**config.mk**
```make
export PLATFORM = sky130hd
export DESIGN_NAME = dmt_ctrl
export DESIGN_NICKNAME = d
export VERILOG_FILES = /design/src/design/dmt_pkg.sv /design/src/design/dmt_ctrl.sv
export SDC_FILE = /design/constraint.sdc
export NUM_CORES = 1
export LEC_CHECK = 0
export ABC_AREA = 1
export BUFFER_PORTS_ARGS = -buffer_cell sky130_fd_sc_hd__buf_2
export CORE_ASPECT_RATIO = 1.75
export CORE_UTILIZATION = 51
export CTS_CLUSTER_SIZE = 14
export DETAILED_ROUTE_END_ITERATION = 10
export HOLD_SLACK_MARGIN = 0.03
export PLACE_DENSITY = 0.78
export SETUP_SLACK_MARGIN = 0.1
export SLEW_MARGIN = 20
export SYNTH_ARGS = -nofsm -noshare
export SYNTH_HDL_FRONTEND = slang
export SYNTH_SLANG_ARGS = --single-unit
```
**constraint.sdc**
```tcl
create_clock -name clk -period 1.5 [get_ports clk]
set_clock_uncertainty 0.2 [all_clocks]
set_input_delay 0.075 -clock clk [delete_from_list [all_inputs] [get_ports clk]]
set_output_delay 0.075 -clock clk [all_outputs]
set_load 0.1 [all_outputs]
```
**src/design/dmt_pkg.sv**
```systemverilog
// dmt_pkg: shared types and constants for the disjoint mask triad search block
// no dependencies; imported by dmt_ctrl, dmt_dpath and the top level
`timescale 1ns / 1ps

package dmt_pkg;

  localparam int FUNC_W      = 2;
  localparam int MASK_W      = 36;
  localparam int IN_TDATA_W  = 40;
  localparam int IDX_W       = 8;
  localparam int OUT_TDATA_W = 32;
  localparam int OUT_PAD_W   = OUT_TDATA_W - (3 * IDX_W + 2);

  typedef enum logic [FUNC_W-1:0] {
    FUNC_LOAD_A = 2'd0,
    FUNC_LOAD_B = 2'd1,
    FUNC_SEARCH = 2'd2
  } func_t;

  // controller to datapath
  typedef struct packed {
    logic             wr_a;
    logic             wr_b;
    logic             rd_a;
    logic             rd_b0;
    logic             rd_b1;
    logic             capture;
    logic             found;
    logic             ovf;
    logic [IDX_W-1:0] idx_a;
    logic [IDX_W-1:0] idx_b;
    logic [IDX_W-1:0] idx_c;
  } cmd_t;

  // datapath to controller
  typedef struct packed {
    logic ab_hit;
    logic abc_hit;
  } sts_t;

endpackage

```
**src/design/dmt_ctrl.sv**
```systemverilog
// dmt_ctrl: list counters, overflow flag and search sequencer
// depends on dmt_pkg; commands dmt_dpath
`timescale 1ns / 1ps

module dmt_ctrl #(
  parameter int LIST_A_DEPTH = 256,
  parameter int LIST_B_DEPTH = 256,
  localparam int ADDR_A_W    = (LIST_A_DEPTH > 1) ? $clog2(LIST_A_DEPTH) : 1,
  localparam int ADDR_B_W    = (LIST_B_DEPTH > 1) ? $clog2(LIST_B_DEPTH) : 1
) (
  input  logic                       clk,
  input  logic                       rst_n,
  input  logic                       in_tvalid,
  output logic                       in_tready,
  input  logic [dmt_pkg::FUNC_W-1:0] in_func,
  output logic                       out_tvalid,
  input  logic                       out_tready,
  input  dmt_pkg::sts_t              sts,
  output dmt_pkg::cmd_t              cmd,
  output logic [ADDR_A_W-1:0]        wr_a_addr,
  output logic [ADDR_B_W-1:0]        wr_b_addr,
  output logic [ADDR_A_W-1:0]        rd_a_addr,
  output logic [ADDR_B_W-1:0]        rd_b0_addr,
  output logic [ADDR_B_W-1:0]        rd_b1_addr
);
  import dmt_pkg::*;

  localparam int CNT_A_W = $clog2(LIST_A_DEPTH + 1);
  localparam int CNT_B_W = $clog2(LIST_B_DEPTH + 1);

  typedef enum logic [2:0] {
    S_IDLE,
    S_A,
    S_B,
    S_BCHK,
    S_C,
    S_CCHK,
    S_DONE
  } state_t;

  state_t             state_r, state_nxt;
  logic [CNT_A_W-1:0] cnt_a_r, cnt_a_nxt;
  logic [CNT_B_W-1:0] cnt_b_r, cnt_b_nxt;
  logic [CNT_A_W-1:0] ia_r, ia_nxt;
  logic [CNT_B_W-1:0] ib_r, ib_nxt;
  logic [CNT_B_W-1:0] ic_r, ic_nxt;
  logic               ovf_r, ovf_nxt;
  logic               found_r, found_nxt;
  logic               out_valid_r, out_valid_nxt;

  assign in_tready  = (state_r == S_IDLE);
  assign out_tvalid = out_valid_r;
  assign wr_a_addr  = cnt_a_r[ADDR_A_W-1:0];
  assign wr_b_addr  = cnt_b_r[ADDR_B_W-1:0];
  assign rd_a_addr  = ia_r[ADDR_A_W-1:0];
  assign rd_b0_addr = ib_r[ADDR_B_W-1:0];
  assign rd_b1_addr = ic_r[ADDR_B_W-1:0];

  always_comb begin
    state_nxt     = state_r;
    cnt_a_nxt     = cnt_a_r;
    cnt_b_nxt     = cnt_b_r;
    ia_nxt        = ia_r;
    ib_nxt        = ib_r;
    ic_nxt        = ic_r;
    ovf_nxt       = ovf_r;
    found_nxt     = found_r;
    out_valid_nxt = out_valid_r;
    cmd           = '0;
    cmd.found     = found_r;
    cmd.ovf       = ovf_r;
    cmd.idx_a     = found_r ? IDX_W'(ia_r) : '0;
    cmd.idx_b     = found_r ? IDX_W'(ib_r) : '0;
    cmd.idx_c     = found_r ? IDX_W'(ic_r) : '0;

    if (out_valid_r && out_tready) begin
      out_valid_nxt = 1'b0;
    end

    unique case (state_r)
      S_IDLE: begin
        if (in_tvalid) begin
          unique case (in_func)
            FUNC_LOAD_A: begin
              if (cnt_a_r != CNT_A_W'(LIST_A_DEPTH)) begin
                cmd.wr_a  = 1'b1;
                cnt_a_nxt = cnt_a_r + CNT_A_W'(1);
              end else begin
                ovf_nxt = 1'b1;
              end
            end
            FUNC_LOAD_B: begin
              if (cnt_b_r != CNT_B_W'(LIST_B_DEPTH)) begin
                cmd.wr_b  = 1'b1;
                cnt_b_nxt = cnt_b_r + CNT_B_W'(1);
              end else begin
                ovf_nxt = 1'b1;
              end
            end
            FUNC_SEARCH: begin
              ia_nxt    = '0;
              found_nxt = 1'b0;
              state_nxt = S_A;
            end
            default: begin
            end
          endcase
        end
      end
      S_A: begin
        if (ia_r == cnt_a_r) begin
          state_nxt = S_DONE;
        end else begin
          cmd.rd_a  = 1'b1;
          ib_nxt    = '0;
          state_nxt = S_B;
        end
      end
      S_B: begin
        if (ib_r == cnt_b_r) begin
          ia_nxt    = ia_r + CNT_A_W'(1);
          state_nxt = S_A;
        end else begin
          cmd.rd_b0 = 1'b1;
          state_nxt = S_BCHK;
        end
      end
      S_BCHK: begin
        if (sts.ab_hit) begin
          ib_nxt    = ib_r + CNT_B_W'(1);
          state_nxt = S_B;
        end else begin
          ic_nxt    = ib_r + CNT_B_W'(1);
          state_nxt = S_C;
        end
      end
      S_C: begin
        if (ic_r == cnt_b_r) begin
          ib_nxt    = ib_r + CNT_B_W'(1);
          state_nxt = S_B;
        end else begin
          cmd.rd_b1 = 1'b1;
          state_nxt = S_CCHK;
        end
      end
      S_CCHK: begin
        if (!sts.abc_hit) begin
          found_nxt = 1'b1;
          state_nxt = S_DONE;
        end else begin
          ic_nxt    = ic_r + CNT_B_W'(1);
          state_nxt = S_C;
        end
      end
      S_DONE: begin
        if (!out_valid_r || out_tready) begin
          cmd.capture   = 1'b1;
          out_valid_nxt = 1'b1;
          cnt_a_nxt     = '0;
          cnt_b_nxt     = '0;
          ovf_nxt       = 1'b0;
          state_nxt     = S_IDLE;
        end
      end
      default: begin
        state_nxt = S_IDLE;
      end
    endcase
  end

  always_ff @(posedge clk) begin
    if (!rst_n) begin
      state_r     <= S_IDLE;
      cnt_a_r     <= '0;
      cnt_b_r     <= '0;
      ia_r        <= '0;
      ib_r        <= '0;
      ic_r        <= '0;
      ovf_r       <= 1'b0;
      found_r     <= 1'b0;
      out_valid_r <= 1'b0;
    end else begin
      state_r     <= state_nxt;
      cnt_a_r     <= cnt_a_nxt;
      cnt_b_r     <= cnt_b_nxt;
      ia_r        <= ia_nxt;
      ib_r        <= ib_nxt;
      ic_r        <= ic_nxt;
      ovf_r       <= ovf_nxt;
      found_r     <= found_nxt;
      out_valid_r <= out_valid_nxt;
    end
  end

endmodule

```
==> results.cfg, run 1 <==
[logic_synthesis]
ys_seq_area_share_pct = 25.40
synthArstFlopShare_pct = 0
avgSynthCellArea_um2 = 6.281
yosysMostFrequentCell = nand2_1
synth_cell_types = 36
muxShareOfSynthArea_pct = 0
synth_seq_cells = 51
yosys-top-cells-area = dfxtp_1 (25%), nand2_1 (15%), buf_4 (7.8%), nor2_1 (6.9%), nand3_1 (6.8%)
synth_top_cell_by_area = dfxtp_1
syn_area_mm2 = 0.004020
synthAdderAreaFrac_pct = 2.179
synth_simple_gate_area_share_pct = 35.17
synth_top_area_share_pct = 25.40
synth_cells = 640
synthTopCellsByCount = nand2_1 (157), nor2_1 (74), inv_1 (71)
synth_compound_area_share_pct = 9.213
dominantRegCellSynth = dfxtp_1
synth_nets = 655
synth_xor_area_share_pct = 9.150
yosysWarnings = 0
synth_top_family_by_area = simple AND/OR/NAND/NOR gates
synth_edf_count = 0

[clock_network]
cts_made_buffers = 5
cts-resized-gates = 218
post_cts_buffers = 46
clkSinkCount = 51
clk_path_buf_depth = 2
cts-root-buf = clkbuf_16
htree_levels = 2
ctsHoldBuffers = 1

[run_status]
status = aborted with a tool error
tool.error = [ERROR DPL-0038] Utilization greater than 100%, impossible to legalize
failed_stage = 4_1_cts

[place]
place_congestion = 0.9380
dp_cells = 864
pre_cts_ws_ps = -348.3
io_buffers = 81
dp_hpwl_um = 11580

[floorplan]
die_h_um = 119.5
initial_core_util_pct = 52.76
die_w_um = 69.12
fp-row-count = 42
io_pins = 82
## kinds of logic after synthesis
kind of cell | count (synthesis)
xor gates and xnor gates | 42
buffers and inverters | 150
AOI/OAI and AO/OA | 65
adders and majority gates | 7
and+or+nand+nor | 325
DFF | 51
## metrics by stage
step | cell area (um2) | TNS (ps) | hold WS, ps
floorplan | 4487 | -5832 | -8.844
global placement | 6459 | -6467 | 271.4
detailed placement | 6459 | -11670 | 281.5
==> run 2, diff against run 1 <==
--- a/config.mk
+++ b/config.mk
@@ -7,13 +7,9 @@
 export LEC_CHECK = 0
 export ABC_AREA = 1
 export BUFFER_PORTS_ARGS = -buffer_cell sky130_fd_sc_hd__buf_2
-export CORE_ASPECT_RATIO = 1.75
-export CORE_UTILIZATION = 51
-export CTS_CLUSTER_SIZE = 14
+export CORE_UTILIZATION = 40
 export DETAILED_ROUTE_END_ITERATION = 10
-export HOLD_SLACK_MARGIN = 0.03
-export PLACE_DENSITY = 0.78
-export SETUP_SLACK_MARGIN = 0.1
+export PLACE_DENSITY_LB_ADDON = 0.15
 export SLEW_MARGIN = 20
 export SYNTH_ARGS = -nofsm -noshare
 export SYNTH_HDL_FRONTEND = slang
==> constraint.sdc (replaced) <==
create_clock -name clk -period 1.95 [get_ports clk]
set_clock_uncertainty 0.2 [all_clocks]
set_input_delay 0.0975 -clock clk [delete_from_list [all_inputs] [get_ports clk]]
set_output_delay 0.0975 -clock clk [all_outputs]
set_load 0.1 [all_outputs]
==> results.cfg, run 2 <==
[pwr]
power_mw = 5.668
vdd.ir_drop.worst_mv = 0.5100
power.density_mw_per_mm2 = 1100
switching_share_pct = 56.68
share_comb_of_total_power_pct = 65.8
switching_power_mw = 3.213
intPower_mw = 2.455
pwr-share-seq_pct = 23.7
clockPowerShare_pct = 10.5
p_leak_nw = 2.521

[finish]
area_delta_synth_final_pct = 28.23
final_common_cell = nand2_1
final_nets = 724
fillers = 1005
layout.cells.most_common_list = nand2_1 (151), nor2_1 (70), inv_1 (67)
drive_gt1_share_pct = 28.67
post-route-util_pct = 52.74
num_antenna_cells = 0

[logic_synthesis]
synth_nets = 655
yosysMostFrequentCell = nand2_1
synth_cell_types = 36
synthTopCellsByCount = nand2_1 (157), nor2_1 (74), inv_1 (71)
synth_top_cell_by_area = dfxtp_1
yosysWarnings = 0
synth_edf_count = 0
synthArstFlopShare_pct = 0
syn_area_mm2 = 0.004020
yosys-top-cells-area = dfxtp_1 (25%), nand2_1 (15%), buf_4 (7.8%), nor2_1 (6.9%), nand3_1 (6.8%)
synth_cells = 640
ys_seq_area_share_pct = 25.40
synth_top_area_share_pct = 25.40
avgSynthCellArea_um2 = 6.281
synth_seq_cells = 51
dominantRegCellSynth = dfxtp_1

[timing]
setup_viol = 0
worstMarginPinSlew_ps = 491.8
max_freq_mhz = 516.4
finalHoldViolations = 0
fin_crit_sh_pct = 99.31
slew-limit-headroom_pct = 67.44
rsz0062_at_grt = yes
finalMaxSlewViolations = 0
period_needed_ps = 1936

[worst_setup_path]
cp.required_ps = 1650
r2r_slack_ps = 100
crit_type = reg -> out
crit_end = cmd[30]
critical_path.max_fanout = 3
cp-end-kind = primary output
rr_startpoint = state_r[2]
cp.arrival_ps = 1640
crit_path_start_kind = register
crit_start = cnt_b_r[0]
timing.rr.end = cnt_a_r[2]
r2r_cells = 9

[clock_network]
htree_levels = 2
clk_path_buf_depth = 2
cts-root-buf = clkbuf_8
clkSinkCount = 51
cts.reportedPaths.clkPinSlew_ps = 90
cts_tree = done
clk_latency_ps = 300
cts_made_buffers = 5

[floorplan]
die_h_um = 102.3
fp-row-count = 36
coreArea_mm2 = 0.009774
initial_core_util_pct = 41.13
io_pins = 82
die_w_um = 102.3
dieArea_mm2 = 0.01046

[route]
drtPass1Iterations = 5
viasPerCell = 4.847
first_iter_violations = 211
via_count = 4076
ant_nets = 0
post_drt_wl_per_cell_um = 13.27
drc_errors = 0
drt_wl_total_um = 11160

[place]
place_congestion = 0.8832
io_buffers = 81
dp_hpwl_um = 8503

[global_routing]
antenna_found_initial = 0
grt_use_total_pct = 21.85
grt_max_degree = 26
grt_pass1_wl_um = 18110
grt-ovfl-total = 0
grt_pass1_vias = 3745

[run_status]
status = complete, no violations

[run]
maxCapViolCount = 0

[worst_hold_path]
hold_path.class = in -> reg
==> run 2: cell counts after synthesis <==
Identical to the previous run, type by type.
==> run 2: routing by layer <==
layer  up-vias  GRT usage, %  share of wire, %
met5         -             0                 0
met1      1840         27.87                45
met4         0         5.275               1.7
met2       117         38.67                49
met3        18         3.078               4.4
li1       2101             -                 -
==> run 2: worst min-delay path by stage <==
stage	start	to	slack, ps	depth (start not counted)
4_1_cts	rst_n	state_r[1]	30	4
3_3_place_gp	out_tready	out_tvalid	240	4
6_report	rst_n	ib_r[2]	30	4
3_5_place_dp	out_tready	out_tvalid	240	4
2_1_floorplan	rst_n	ic_r[6]	20	2
5_1_grt	rst_n	ia_r[1]	40	4
==> run 2: final cells by class <==
type                            count  area, um2  area share (%)
Tap cell                          133      166.4           3.228
Multi-Input combinational cell    441       2321           45.02
Clock buffer                        6      72.57           1.408
Inverter                           81      310.3           6.019
Sequential cell                    51       1051           20.39
Timing Repair Buffer              129       1234           23.93
==> run 2: critical path: stages, from the launching register on <==
cell     delay (ps)
dfxtp_1         360
inv_1            70
ha_1            190
nand2_1          60
nor2_1           40
nand3_1         100
nand2_1         100
nor3_2          210
buf_12          210
==> run 2: cell families (layout without fill, tap and decap cells) <==
kind of cell             count (synthesis)  in the layout  synth area share [%]
buffers and inverters                  150            216                 18.89
adder cells (fa/ha/maj)                  7              7                 2.179
flip-flops                              51             51                 25.40
XOR/XNOR                                42             42                 9.150
AND/OR/NAND/NOR                        325            326                 35.17
AO/OA/AOI/OAI                           65             66                 9.212
==> run 2: power by group through the flow <==
| stage | logic [mW] | registers (mW) | clock network, mW |
|---|---|---|---|
| after floorplan | 2.81 | 1.33 | 0 |
| after global placement | 3.51 | 1.35 | 0 |
| after detailed placement | 3.56 | 1.36 | 0 |
| after CTS | 3.59 | 1.33 | 0.608 |
| after global routing | 4.02 | 1.36 | 0.649 |
| final | 3.73 | 1.35 | 0.594 |
==> run 2: timing repair <==
item | CTS | global route
endpoints found under the hold margin | 1 | 0
hold buffers | 1 | 0
gates cloned | 0 | 2
pin swaps | 3 | 1
setup buffers | 2 | 1
resized for setup | 11 | 26
endpoints found under the setup margin | 5 | 38
==> run 2: metrics by stage <==
stage               setup TNS, ps  std cells  setup WS, ps  instance area (um2)  hold slack [ps]
floorplan                  -430.6        640        -430.6                 4049            21.06
CTS                             0        838         2.834                 5081            31.37
detailed placement              0        830         27.90                 4975            243.9
global route               -122.7        841        -72.26                 5155            39.70
finish                          0        841         13.55                 5155            34.76
global placement                0        830         39.67                 4975            243.9
No activity file was read; power rests on OpenSTA's default activity.
